[src/rtl/rllm_pkg.sv]
`default_nettype none

package rllm_pkg;

   // Width of the tick-count registers and the default elapsed counter size.
   localparam int TICK_W           = 16;
   localparam int LIMIT_W          = 6;
   localparam int COUNTER_BITS_DEF = 16;

   // Register reset values.
   localparam logic [TICK_W-1:0]  TIMEOUT_TICKS_RST = 16'd3000;
   localparam logic [TICK_W-1:0]  PING_TICKS_RST    = 16'd2000;
   localparam logic [TICK_W-1:0]  WARN_TICKS_RST    = 16'd5000;
   localparam logic [LIMIT_W-1:0] LINE_LIMIT_RST    = 6'd63;

   // Register indexes on the configuration port.
   localparam logic [1:0] CSR_TIMEOUT_TICKS = 2'd0;
   localparam logic [1:0] CSR_PING_TICKS    = 2'd1;
   localparam logic [1:0] CSR_WARN_TICKS    = 2'd2;
   localparam logic [1:0] CSR_LINE_LIMIT    = 2'd3;

   localparam logic [7:0] CHAR_LF = 8'h0A;
   localparam logic [7:0] CHAR_CR = 8'h0D;

   // Reply patterns, first character in the top byte.
   localparam logic [39:0] PAT_READY = "READY";
   localparam logic [31:0] PAT_PONG  = "PONG";
   localparam logic [23:0] PAT_OK    = "OK,";
   localparam logic [31:0] PAT_ERR   = "ERR,";

   // Candidate flags: bit 0 READY, bit 1 PONG, bit 2 OK prefix, bit 3 ERR prefix.
   localparam logic [3:0] FLAGS_ALL = 4'hF;

   typedef enum logic [1:0] {
      MODE_AWAIT   = 2'd0,
      MODE_READY   = 2'd1,
      MODE_TIMEOUT = 2'd2
   } rllm_mode_type;

   typedef enum logic [2:0] {
      KIND_NONE     = 3'd0,
      KIND_READY    = 3'd1,
      KIND_PONG     = 3'd2,
      KIND_OK       = 3'd3,
      KIND_ERR      = 3'd4,
      KIND_UNKNOWN  = 3'd5,
      KIND_OVERLONG = 3'd6
   } rllm_kind_type;

   // Link status handed from the tracker to the top level.
   typedef struct packed {
      rllm_mode_type link_state;
      logic          became_ready;
      logic          timeout_event;
      logic          ping_request;
      logic          warn_emit;
   } rllm_status_type;

   // Result beat layout, last field in the lowest bits.
   typedef struct packed {
      logic [6:0]    pad;
      logic          warn_emit;
      logic          ping_request;
      logic          timeout_event;
      logic          became_ready;
      rllm_kind_type line_kind;
      rllm_mode_type link_state;
   } rllm_rsp_type;

   // Drops every candidate that the character at position pos rules out.
   function automatic logic [3:0] match_update(input logic [3:0] flags,
                                               input logic [5:0] pos,
                                               input logic [7:0] c);
      logic [3:0] f;
      f = flags;
      if (pos < 6'd5) begin
         if (c != PAT_READY[8*(3'd4 - pos[2:0]) +: 8]) f[0] = 1'b0;
      end else begin
         f[0] = 1'b0;
      end
      if (pos < 6'd4) begin
         if (c != PAT_PONG[8*(2'd3 - pos[1:0]) +: 8]) f[1] = 1'b0;
      end else begin
         f[1] = 1'b0;
      end
      if (pos < 6'd3) begin
         if (c != PAT_OK[8*(2'd2 - pos[1:0]) +: 8]) f[2] = 1'b0;
      end
      if (pos < 6'd4) begin
         if (c != PAT_ERR[8*(2'd3 - pos[1:0]) +: 8]) f[3] = 1'b0;
      end
      return f;
   endfunction

   function automatic rllm_kind_type classify(input logic [3:0] flags,
                                              input logic [5:0] count);
      rllm_kind_type k;
      if (flags[0] && count == 6'd5)      k = KIND_READY;
      else if (flags[1] && count == 6'd4) k = KIND_PONG;
      else if (flags[2] && count >= 6'd3) k = KIND_OK;
      else if (flags[3] && count >= 6'd4) k = KIND_ERR;
      else                                k = KIND_UNKNOWN;
      return k;
   endfunction

endpackage

`default_nettype wire

[src/rtl/rllm_line_parser.sv]
`default_nettype none

module rllm_line_parser
   import rllm_pkg::*;
(
   input  wire logic                clock,
   input  wire logic                reset,
   input  wire logic                step,
   input  wire logic                operation,
   input  wire logic [7:0]          rx_byte,
   input  wire logic [LIMIT_W-1:0]  line_limit,
   output rllm_kind_type            line_kind
);

   logic [LIMIT_W-1:0] line_count_ff, line_count_in;
   logic [3:0]         match_flags_ff, match_flags_in;

   // The line text is never stored; only its length and the surviving candidates.
   always_comb begin
      line_kind      = KIND_NONE;
      line_count_in  = line_count_ff;
      match_flags_in = match_flags_ff;
      if (!operation) begin
         if (rx_byte == CHAR_LF) begin
            if (line_count_ff != '0) begin
               line_kind = classify(match_flags_ff, line_count_ff);
            end
            line_count_in  = '0;
            match_flags_in = FLAGS_ALL;
         end else if (rx_byte != CHAR_CR) begin
            if (line_count_ff >= line_limit) begin
               line_kind      = KIND_OVERLONG;
               line_count_in  = '0;
               match_flags_in = FLAGS_ALL;
            end else begin
               match_flags_in = match_update(match_flags_ff, line_count_ff, rx_byte);
               line_count_in  = line_count_ff + 1'b1;
            end
         end
      end
   end

   always_ff @(posedge clock) begin
      if (reset) begin
         line_count_ff  <= '0;
         match_flags_ff <= FLAGS_ALL;
      end else if (step) begin
         line_count_ff  <= line_count_in;
         match_flags_ff <= match_flags_in;
      end
   end

endmodule

`default_nettype wire

[src/rtl/rllm_link_tracker.sv]
`default_nettype none

module rllm_link_tracker
   import rllm_pkg::*;
#(
   parameter int COUNTER_BITS = COUNTER_BITS_DEF
)(
   input  wire logic               clock,
   input  wire logic               reset,
   input  wire logic               step,
   input  wire logic               operation,
   input  wire rllm_kind_type      line_kind,
   input  wire logic [TICK_W-1:0]  timeout_ticks,
   input  wire logic [TICK_W-1:0]  ping_ticks,
   input  wire logic [TICK_W-1:0]  warn_ticks,
   output rllm_status_type         status
);

   localparam int CMP_W = (COUNTER_BITS > TICK_W) ? COUNTER_BITS : TICK_W;
   localparam logic [COUNTER_BITS-1:0] CNT_MAX = {COUNTER_BITS{1'b1}};

   rllm_mode_type           mode_ff, mode_in;
   logic [COUNTER_BITS-1:0] since_reply_ff, since_reply_in;
   logic [COUNTER_BITS-1:0] since_ping_ff, since_ping_in;
   logic [COUNTER_BITS-1:0] since_warn_ff, since_warn_in;
   logic [COUNTER_BITS-1:0] reply_inc, ping_inc, warn_inc;
   logic                    timeout_hit, ping_due, recognized, warn_try, warn_fire;

   // Saturating increments for tick beats.
   assign reply_inc = (since_reply_ff == CNT_MAX) ? since_reply_ff : since_reply_ff + 1'b1;
   assign ping_inc  = (since_ping_ff == CNT_MAX) ? since_ping_ff : since_ping_ff + 1'b1;
   assign warn_inc  = (since_warn_ff == CNT_MAX) ? since_warn_ff : since_warn_ff + 1'b1;

   assign timeout_hit = operation && (mode_ff == MODE_READY) &&
                        (CMP_W'(reply_inc) > CMP_W'(timeout_ticks));
   assign ping_due    = operation && (CMP_W'(ping_inc) > CMP_W'(ping_ticks));

   assign recognized = !operation && (line_kind == KIND_READY || line_kind == KIND_PONG ||
                                      line_kind == KIND_OK || line_kind == KIND_ERR);
   assign warn_try   = !operation && (line_kind == KIND_ERR || line_kind == KIND_UNKNOWN ||
                                      line_kind == KIND_OVERLONG);
   assign warn_fire  = warn_try && (CMP_W'(since_warn_ff) >= CMP_W'(warn_ticks));

   // Next state.
   always_comb begin
      mode_in        = mode_ff;
      since_reply_in = since_reply_ff;
      since_ping_in  = since_ping_ff;
      since_warn_in  = since_warn_ff;
      if (operation) begin
         since_reply_in = reply_inc;
         since_ping_in  = ping_due ? '0 : ping_inc;
         since_warn_in  = warn_inc;
         if (timeout_hit) mode_in = MODE_TIMEOUT;
      end else begin
         if (recognized) begin
            since_reply_in = '0;
            mode_in        = MODE_READY;
         end
         if (warn_fire) since_warn_in = '0;
      end
   end

   // Outputs.
   always_comb begin
      status.link_state    = mode_in;
      status.became_ready  = recognized && (mode_ff != MODE_READY);
      status.timeout_event = timeout_hit;
      status.ping_request  = ping_due;
      status.warn_emit     = warn_fire;
   end

   always_ff @(posedge clock) begin
      if (reset) begin
         mode_ff        <= MODE_AWAIT;
         since_reply_ff <= '0;
         since_ping_ff  <= '0;
         since_warn_ff  <= CNT_MAX;
      end else if (step) begin
         mode_ff        <= mode_in;
         since_reply_ff <= since_reply_in;
         since_ping_ff  <= since_ping_in;
         since_warn_ff  <= since_warn_in;
      end
   end

endmodule

`default_nettype wire

[src/rtl/reply_line_link_monitor.sv]
// Channel  Direction  Handshake              Contents
// req      in         req_tvalid/req_tready  tuser: operation; tdata: rx_byte
// rsp      out        rsp_tvalid/rsp_tready  tdata: link_state, line_kind and event flags
// csr      in         csr_valid/csr_ready    csr_addr: register index; csr_wdata: value
//
// Every request beat gives exactly one response beat, passing through the input
// register and then the result register. One beat per cycle is sustained while
// the response side is not stalled: the two registers form a two-stage pipeline.
// Reset is synchronous and active high; it empties both stages, loads the
// register defaults and puts the link into the awaiting state.
// A stalled response holds its beat; the input register still takes one more beat.
`default_nettype none

module reply_line_link_monitor
   import rllm_pkg::*;
#(
   parameter int COUNTER_BITS = COUNTER_BITS_DEF
)(
   input  wire logic         clock,
   input  wire logic         reset,

   input  wire logic         req_tvalid,
   output logic              req_tready,
   input  wire logic [7:0]   req_tdata,   // [7:0] rx_byte
   input  wire logic         req_tuser,   // [0] operation (0 byte, 1 tick)

   output logic              rsp_tvalid,
   input  wire logic         rsp_tready,
   output logic [15:0]       rsp_tdata,   // [1:0] link_state, [4:2] line_kind,
                                          // [5] became_ready, [6] timeout_event,
                                          // [7] ping_request, [8] warn_emit, rest zero

   input  wire logic         csr_valid,
   output logic              csr_ready,
   input  wire logic [1:0]   csr_addr,
   input  wire logic [15:0]  csr_wdata
);

   // Configuration registers.
   logic [TICK_W-1:0]  timeout_ticks_ff, ping_ticks_ff, warn_ticks_ff;
   logic [LIMIT_W-1:0] line_limit_ff;

   // Input stage.
   logic       in_valid_ff;
   logic       in_op_ff;
   logic [7:0] in_byte_ff;

   // Result stage.
   logic         rsp_valid_ff;
   rllm_rsp_type rsp_data_ff, rsp_data_in;

   logic            step;
   rllm_kind_type   line_kind;
   rllm_status_type status;

   // The held beat is processed when the result register is free or being emptied.
   assign step       = in_valid_ff && (!rsp_valid_ff || rsp_tready);
   assign req_tready = !in_valid_ff || step;
   assign csr_ready  = 1'b1;

   always_ff @(posedge clock) begin
      if (reset) begin
         timeout_ticks_ff <= TIMEOUT_TICKS_RST;
         ping_ticks_ff    <= PING_TICKS_RST;
         warn_ticks_ff    <= WARN_TICKS_RST;
         line_limit_ff    <= LINE_LIMIT_RST;
      end else if (csr_valid) begin
         unique case (csr_addr)
            CSR_TIMEOUT_TICKS: timeout_ticks_ff <= csr_wdata;
            CSR_PING_TICKS:    ping_ticks_ff    <= csr_wdata;
            CSR_WARN_TICKS:    warn_ticks_ff    <= csr_wdata;
            CSR_LINE_LIMIT:    line_limit_ff    <= csr_wdata[LIMIT_W-1:0];
            default: ;
         endcase
      end
   end

   always_ff @(posedge clock) begin
      if (reset) begin
         in_valid_ff <= 1'b0;
      end else if (req_tready) begin
         in_valid_ff <= req_tvalid;
      end
   end

   always_ff @(posedge clock) begin
      if (req_tready && req_tvalid) begin
         in_op_ff   <= req_tuser;
         in_byte_ff <= req_tdata;
      end
   end

   rllm_line_parser u_parser (
      .clock      (clock),
      .reset      (reset),
      .step       (step),
      .operation  (in_op_ff),
      .rx_byte    (in_byte_ff),
      .line_limit (line_limit_ff),
      .line_kind  (line_kind)
   );

   rllm_link_tracker #(
      .COUNTER_BITS (COUNTER_BITS)
   ) u_tracker (
      .clock         (clock),
      .reset         (reset),
      .step          (step),
      .operation     (in_op_ff),
      .line_kind     (line_kind),
      .timeout_ticks (timeout_ticks_ff),
      .ping_ticks    (ping_ticks_ff),
      .warn_ticks    (warn_ticks_ff),
      .status        (status)
   );

   always_comb begin
      rsp_data_in.pad           = '0;
      rsp_data_in.warn_emit     = status.warn_emit;
      rsp_data_in.ping_request  = status.ping_request;
      rsp_data_in.timeout_event = status.timeout_event;
      rsp_data_in.became_ready  = status.became_ready;
      rsp_data_in.line_kind     = line_kind;
      rsp_data_in.link_state    = status.link_state;
   end

   always_ff @(posedge clock) begin
      if (reset) begin
         rsp_valid_ff <= 1'b0;
      end else if (step) begin
         rsp_valid_ff <= 1'b1;
      end else if (rsp_tready) begin
         rsp_valid_ff <= 1'b0;
      end
   end

   always_ff @(posedge clock) begin
      if (step) begin
         rsp_data_ff <= rsp_data_in;
      end
   end

   assign rsp_tvalid = rsp_valid_ff;
   assign rsp_tdata  = rsp_data_ff;

endmodule

`default_nettype wire

[config.mk]
export PLATFORM = sky130hd
export DESIGN_NAME = reply_line_link_monitor
export DESIGN_NICKNAME = d
export VERILOG_FILES = /design/src/rtl/rllm_pkg.sv /design/src/rtl/rllm_line_parser.sv /design/src/rtl/rllm_link_tracker.sv /design/src/rtl/reply_line_link_monitor.sv
export SDC_FILE = /design/constraint.sdc
export NUM_CORES = 1
export LEC_CHECK = 0
export ABC_AREA = 1
export BUFFER_PORTS_ARGS = -buffer_cell sky130_fd_sc_hd__clkbuf_2
export CORE_UTILIZATION = 40
export DETAILED_ROUTE_END_ITERATION = 10
export GPL_TIMING_DRIVEN = 0
export HOLD_SLACK_MARGIN = 0.08
export PLACE_DENSITY = 0.6
export SLEW_MARGIN = 30
export SYNTH_ARGS = -nofsm -noshare
export SYNTH_HDL_FRONTEND = slang
export SYNTH_SLANG_ARGS = --single-unit
[constraint.sdc]
create_clock -name clock -period 3.7 [get_ports clock]
set_input_delay 0.185 -clock clock [delete_from_list [all_inputs] [get_ports clock]]
set_output_delay 0.185 -clock clock [all_outputs]
set_load 0.02 [all_outputs]
# After elaboration in Yosys (flattened, before gate mapping)
# Cells that the tools add are included.
[word_totals] reg_bits=134 elab_cells=150 output_inout_bits=19 input_bits=32
[op_classes] addsub=7 muxes=36 bitwise=1 n_lt_le_gt_ge=9 n_reduce_logical=45 n_shift=4 eq_ne=25
[ops] cell="16-bit 2-to-1 mux" n=8
[ops] cell="32-bit by 33-bit indexed part select with 8-bit output, first input constant" n=2
[ops] cell="16-bit by 1-bit adder with 16-bit output, second input constant" n=3
[ops] cell="16-bit == test, second input constant" n=3
[ops] cell="40-bit by 33-bit indexed part select with 8-bit output, first input constant" n=1
[ops] cell="24-bit by 33-bit indexed part select with 8-bit output, first input constant" n=1
[ops] cell="16-bit greater-than comparator" n=2
[ops] cell="8-bit != test" n=4
[ops] cell="3-bit 2-to-1 mux" n=8
[ops] cell="6-bit 2-to-1 mux" n=3
[ops] cell="16-bit greater-or-equal comparator" n=1
[ops] cell="1-bit logical AND" n=13
[ops] cell="6-bit by 3-bit == test with 1-bit output, second input constant" n=2
[ops] cell="6-bit by 3-bit less-than comparator with 1-bit output, second input constant" n=2
[ops] cell="4-bit 2-to-1 mux" n=3
[ops] cell="2-bit AND reduction" n=6
[ops] cell="3-bit nonzero test" n=4
[ops] cell="1-bit 2-to-1 mux" n=11
[ops] cell="5-bit AND reduction" n=2
[ops] cell="3-bit == test, second input constant" n=3
[ops] cell="8-bit by 4-bit == test with 1-bit output, second input constant" n=1
[ops] cell="4-bit by 2-bit != test with 1-bit output, second input constant" n=2
[ops] cell="8-bit by 4-bit != test with 1-bit output, second input constant" n=1
[ops] cell="4-bit AND reduction" n=2
[ops] cell="other kinds (21)" n=39

# Longest topological paths before layout
[depth] ltp_word=16 depth_mapped=21 depth_no_buf=21

# By module
# A second synthesis with hierarchy kept.
[hier_totals] cells_unflattened=1285 hier_area_um2=8708.4
[modules_own_cells] mod="rllm_link_tracker" instances=1 cells_each=736 area_each_um2=4563.1 seq_area_each_um2=1001.0
[modules_own_cells] mod="reply_line_link_monitor" instances=1 cells_each=345 area_each_um2=2889.0 seq_area_each_um2=1661.6
[modules_own_cells] mod="rllm_line_parser" instances=1 cells_each=204 area_each_um2=1256.2 seq_area_each_um2=200.2

# Worst setup path before layout
# No wires, ideal clock.
[synth_path] kind="reg2reg" from="reg u_tracker.since_ping_ff[0]" to="reg rsp_data_ff, in the netlist rsp_tdata[7] (data pin)" period_less_slack_ns=2.943 path_stages_with_launch=18 setup_time_ns=0.264 slack_ns=0.757 t_arrival_ns=2.679 n_path_buf=2 required_ns=3.436 cell_sequence="dfxtp_1 -> ha_1 -> nand2_1 -> nor2_1 -> nand3_1 -> nor2_2 -> inv_1 -> buf_2 -> nand2_1 -> ha_1 -> a21oi_1 -> o21ai_0 -> a21o_1 -> nand2_1 -> o211ai_1 -> nand2_1 -> clkbuf_1 -> inv_1"
[synth_rtl] item="from (decl)" line_no="rllm_link_tracker.sv:24" text="logic [COUNTER_BITS-1:0] since_ping_ff, since_ping_in;"
[synth_rtl] item="from (signal assigned)" line_no="rllm_link_tracker.sv:82" text="since_ping_ff <= since_ping_in;"
[synth_rtl] item="to (signal assigned)" line_no="reply_line_link_monitor.sv:139" text="rsp_data_ff <= rsp_data_in;"
[synth_rtl] item="to (decl)" line_no="reply_line_link_monitor.sv:50" text="rllm_rsp_type rsp_data_ff, rsp_data_in;"

# Final worst setup path
[layout_path] from="reg u_tracker.since_ping_ff[0]" to="reg u_tracker.since_ping_ff[15]"
[layout_between] elab_chain_cells=5 word_cells_on_any_way=6 cone_classes="add/sub (1); order compare (1); eq/ne (1); mux (2); reduce/logical (1)"
[layout_rtl] item="16-bit by 1-bit adder with 16-bit output or 16-bit == test (tied branches)" line_no="rllm_link_tracker.sv:31" text="assign ping_inc = (since_ping_ff == CNT_MAX) ? since_ping_ff : since_ping_ff + 1'b1;"
[layout_rtl] item="16-bit 2-to-1 mux (*)" line_no="rllm_link_tracker.sv:31"
[layout_rtl] item="16-bit greater-than comparator" line_no="rllm_link_tracker.sv:36" text="assign ping_due = operation && (CMP_W'(ping_inc) > CMP_W'(ping_ticks));"
[layout_rtl] item="1-bit logical AND" line_no="rllm_link_tracker.sv:36"
[layout_rtl] item="16-bit 2-to-1 mux (*)" line_no="rllm_link_tracker.sv:52" text="since_ping_in = ping_due ? '0 : ping_inc;"
# Every way passes the cells marked *; elsewhere a longest branch is shown, timed or not.
# A chain may end at the register's enable or synchronous reset.

==> qor.txt <==
Final GP Congestion: 0.9389
Core region area: 0.01953 mm^2
Final Max Slew Viols: 0
Path category of the worst min-delay check: in2reg
Total inserted antenna cells: 0
Source-to-sink clock delay at the later pin of the worst-skew pair: 0.42 ns
Residual antenna-violating net count after detailed routing: 0
Number of clock sinks seen by CTS: 134
Largest net degree at the start of global routing: 17
Yosys warns: 0
Layout filler cell count: 2009
Post-synthesis instance total: 1080
Setup Viol. Count Final: 0
Iteration-0 DRC count of the detailed router: 393
Total instance count after detailed placement: 1392
Die Footprint: 0.02052 mm^2
Final WL: 20.42 mm
Clock-pin slew reported for the worst setup and hold paths after clock tree synthesis: 0.06 ns
P per Cell Area: 424.2 mW/mm^2
Leak: 0.004239 uW
Arrival time worst endpoint: 3.69 ns
DP HPWL: 15.80 mm
Post-route minimum period: 3.345 ns
Initial core utilization: 40.87%
Global Route Usage Sum: 20.85%
Layout net count: 1258
Chip height: 143.2 um
Count of endpoints failing hold in the final timing report: 0
Number of synthesized register bits: 134
Most used cell, CP: sky130_fd_sc_hd__nand2_1
Inserted Clock Buffers: 17
Category of the worst setup path launch point: flop
Cell area after synthesis: 0.007980 mm^2
Number of antenna violations at the first check in global routing: 0
Area of all sequential standard cells: 0.002863 mm^2
Setup WS post-layout: 0.3551 ns
Worst slew margin relative to its limit: 39.76%
Number of rows in the core area: 51
Crit-path max cell delay: 0.43 ns
Tightest hold margin: 0.08529 ns
H-tree depth: 4
Area growth from synthesis to layout: 17.09%
Max rail drop VDD: 340.4 uV
Worst Skew: 0.01007 ns
Most common cell after layout, fill and taps aside: sky130_fd_sc_hd__nand2_1
Global-route wire length before repair: 33.02 mm
Clock tree from TritonCTS: yes
Number of maximum-capacitance constraint violations: 0
Gr ovfl total: 0
Worst Setup End Kind: flop
Chip Width: 143.2 um
Crit path max-delay family: simple AND/OR/NAND/NOR gates
Worst endpoint required time: 4.04 ns
Layout cell share with drive strength beyond 1: 9.804%
Result of the run: finished clean
Most frequent cells in the layout: sky130_fd_sc_hd__nand2_1, sky130_fd_sc_hd__inv_1, sky130_fd_sc_hd__dfxtp_1
Worst Setup Slack post-DPL: 0.06422 ns
Critical path buffer and inverter count: 3
Crit path max-delay cell type: sky130_fd_sc_hd__dfxtp_1
I/O Pins: 51
Non-Filler Instances: 1438
Fraction of the cycle the final worst path needs: 90.40%
Actual slew at the worst max-slew pin: 0.9002 ns
Vias: 7222
Maximum number of buffers from clock root to sink: 2
Crit Path Max Fanout: 10
Synthesized area per cell: 7.389 um^2
Iteration count of the initial detailed-routing pass: 5
Vias in the first global route: 6579
Cell-by-cell trace of the critical path: ha_1 -> nand2_1 -> nor2_2 -> nand3_1 -> nor2_2 -> inv_1 -> buf_2 -> nand2_1 -> ha_1 -> a21oi_1 -> o21ai_0 -> a21o_1 -> nand2_1 -> o211ai_1 -> nand2_2 -> clkbuf_2 -> nand3_1 -> a21oi_1
Register area share after synthesis: 35.87%
Clock Tree Root: sky130_fd_sc_hd__clkbuf_16
Crit path kind: reg2reg
Area of the multi-input gates: 0.004413 mm^2
Number of library cell types mapped by synthesis: 50
Routed length per placed instance: 14.20 um
Achievable Freq: 299.0 MHz
Buffer count from post-CTS setup fixing: 0
Number of buffers inserted by port buffering: 41
Final sum of negative setup slack: 0 ns
Mean number of vias per cell: 5.022
Total DRC errors in the routed layout: 0
## where the power goes
part	switching [uW]	internal [uW]	total (uW)
Sequential	48.3	1540	1590
Combinational	339	196	535
Clock	629	1210	1840
## synth_stat cells (all sizes together)
cell type	n	area share [%]
or2	2	0.16
o21a	4	0.38
o2111ai	2	0.22
o21bai	2	0.19
and3	2	0.16
a22oi	1	0.094
dfxtp	116	29
a21oi	103	6.5
ha	66	10
nor3	23	1.6
a21o	1	0.094
o41ai	1	0.34
o211ai	28	3.1
nor3b	2	0.19
buf	15	1.4
xor2	31	3.4
xnor2	6	0.66
edfxtp	18	6.8
o21ai	59	3.7
nand4	16	1.3
o32ai	1	0.11
inv	138	6.5
o22ai	3	0.24
clkinv	1	0.047
a211oi	2	0.19
clkbuf	28	1.3
nand3	96	6.2
conb	2	0.094
a2111oi	1	0.11
nand3b	2	0.19
a31oi	2	0.16
nor4	8	0.63
nor2	82	4.0
a21boi	1	0.094
nand2	214	10
a221oi	1	0.11
## path summary, 6_finish.rpt
check / start / endpoint / slack [ns] / depth (start not counted)
hold reg to reg: warn_ticks_ff[4]$_SDFFE_PP0P_ / warn_ticks_ff[4]$_SDFFE_PP0P_ / 0.46 / 2
setup reg to reg: u_tracker.since_ping_ff[0]$_SDFFE_PP0P_ / u_tracker.since_ping_ff[15]$_SDFFE_PP0P_ / 0.36 / 18
setup / recovery: u_tracker.since_ping_ff[0]$_SDFFE_PP0P_ / u_tracker.since_ping_ff[15]$_SDFFE_PP0P_ / 0.36 / 18
hold / removal: csr_wdata[8] / timeout_ticks_ff[8]$_SDFFE_PP1P_ / 0.09 / 3
## logic make-up (layout without fill, tap and decap cells)
kind of cell    after synthesis  count (layout)  synth area share (%)
simple gates                447             447                 24.69
compound gates              212             212                 15.66
flops                       134             134                 35.87
other cells                   2               8               0.09411
buf+inv                     182             269                 9.266
xor+xnor                     37              37                 4.061
fa+ha+maj                    66              66                 10.35
## what timing repair did
action                     CTS  global route
setup endpoints to repair    0            13
hold buffers                14             0
hold endpoints to repair    16             0
resized for setup            0             6
## layer usage
layer | part of all wire (%) | vias up | track usage, % | routed length (um)
met5 | 0 | - | 0 | 0
met4 | 1.3 | 0 | 5.655 | 258
met3 | 3.3 | 19 | 3.588 | 670
met2 | 46 | 122 | 33.94 | 9378
met1 | 50 | 3313 | 28.28 | 10110
li1 | - | 3768 | - | -
## registers in the layout, summed over array words and instances (netlist names)
register / cells
rsp_tvalid: 1
u_parser.line_count_ff: 6
u_tracker.since_warn_ff: 16
u_tracker.since_reply_ff: 16
in_byte_ff: 8
ping_ticks_ff: 16
in_valid_ff: 1
rsp_tdata: 9
u_parser.match_flags_ff: 4
warn_ticks_ff: 16
u_tracker.mode_ff: 2
u_tracker.since_ping_ff: 16
in_op_ff: 1
line_limit_ff: 6
timeout_ticks_ff: 16
## tightest hold or removal path, cell delays in order
cell and delay [ns]:
sky130_fd_sc_hd__clkbuf_2 0.15, sky130_fd_sc_hd__nand2_1 0.07, sky130_fd_sc_hd__o211ai_1 0.07
## layout make-up
| class | count | share of cell area, % |
|---|---|---|
| Multi-Input combinational cell | 770 | 47.23 |
| Clock buffer | 27 | 5.825 |
| Timing Repair Buffer | 55 | 3.696 |
| Buffer | 43 | 2.343 |
| Sequential cell | 134 | 30.64 |
| Clock inverter | 5 | 1.138 |
| Tap cell | 265 | 3.548 |
| Inverter | 139 | 5.584 |
## metrics by stage
step	cell area [um^2]	util, %	total power, uW
after floorplan	8003	-	1994
after global placement	8539	43.73	2131
after detailed placement	8539	43.73	2138
after CTS	9330	47.78	3993
after global routing	9344	47.85	4148
final	9344	47.85	3963
(Power assumes the default switching activity.)
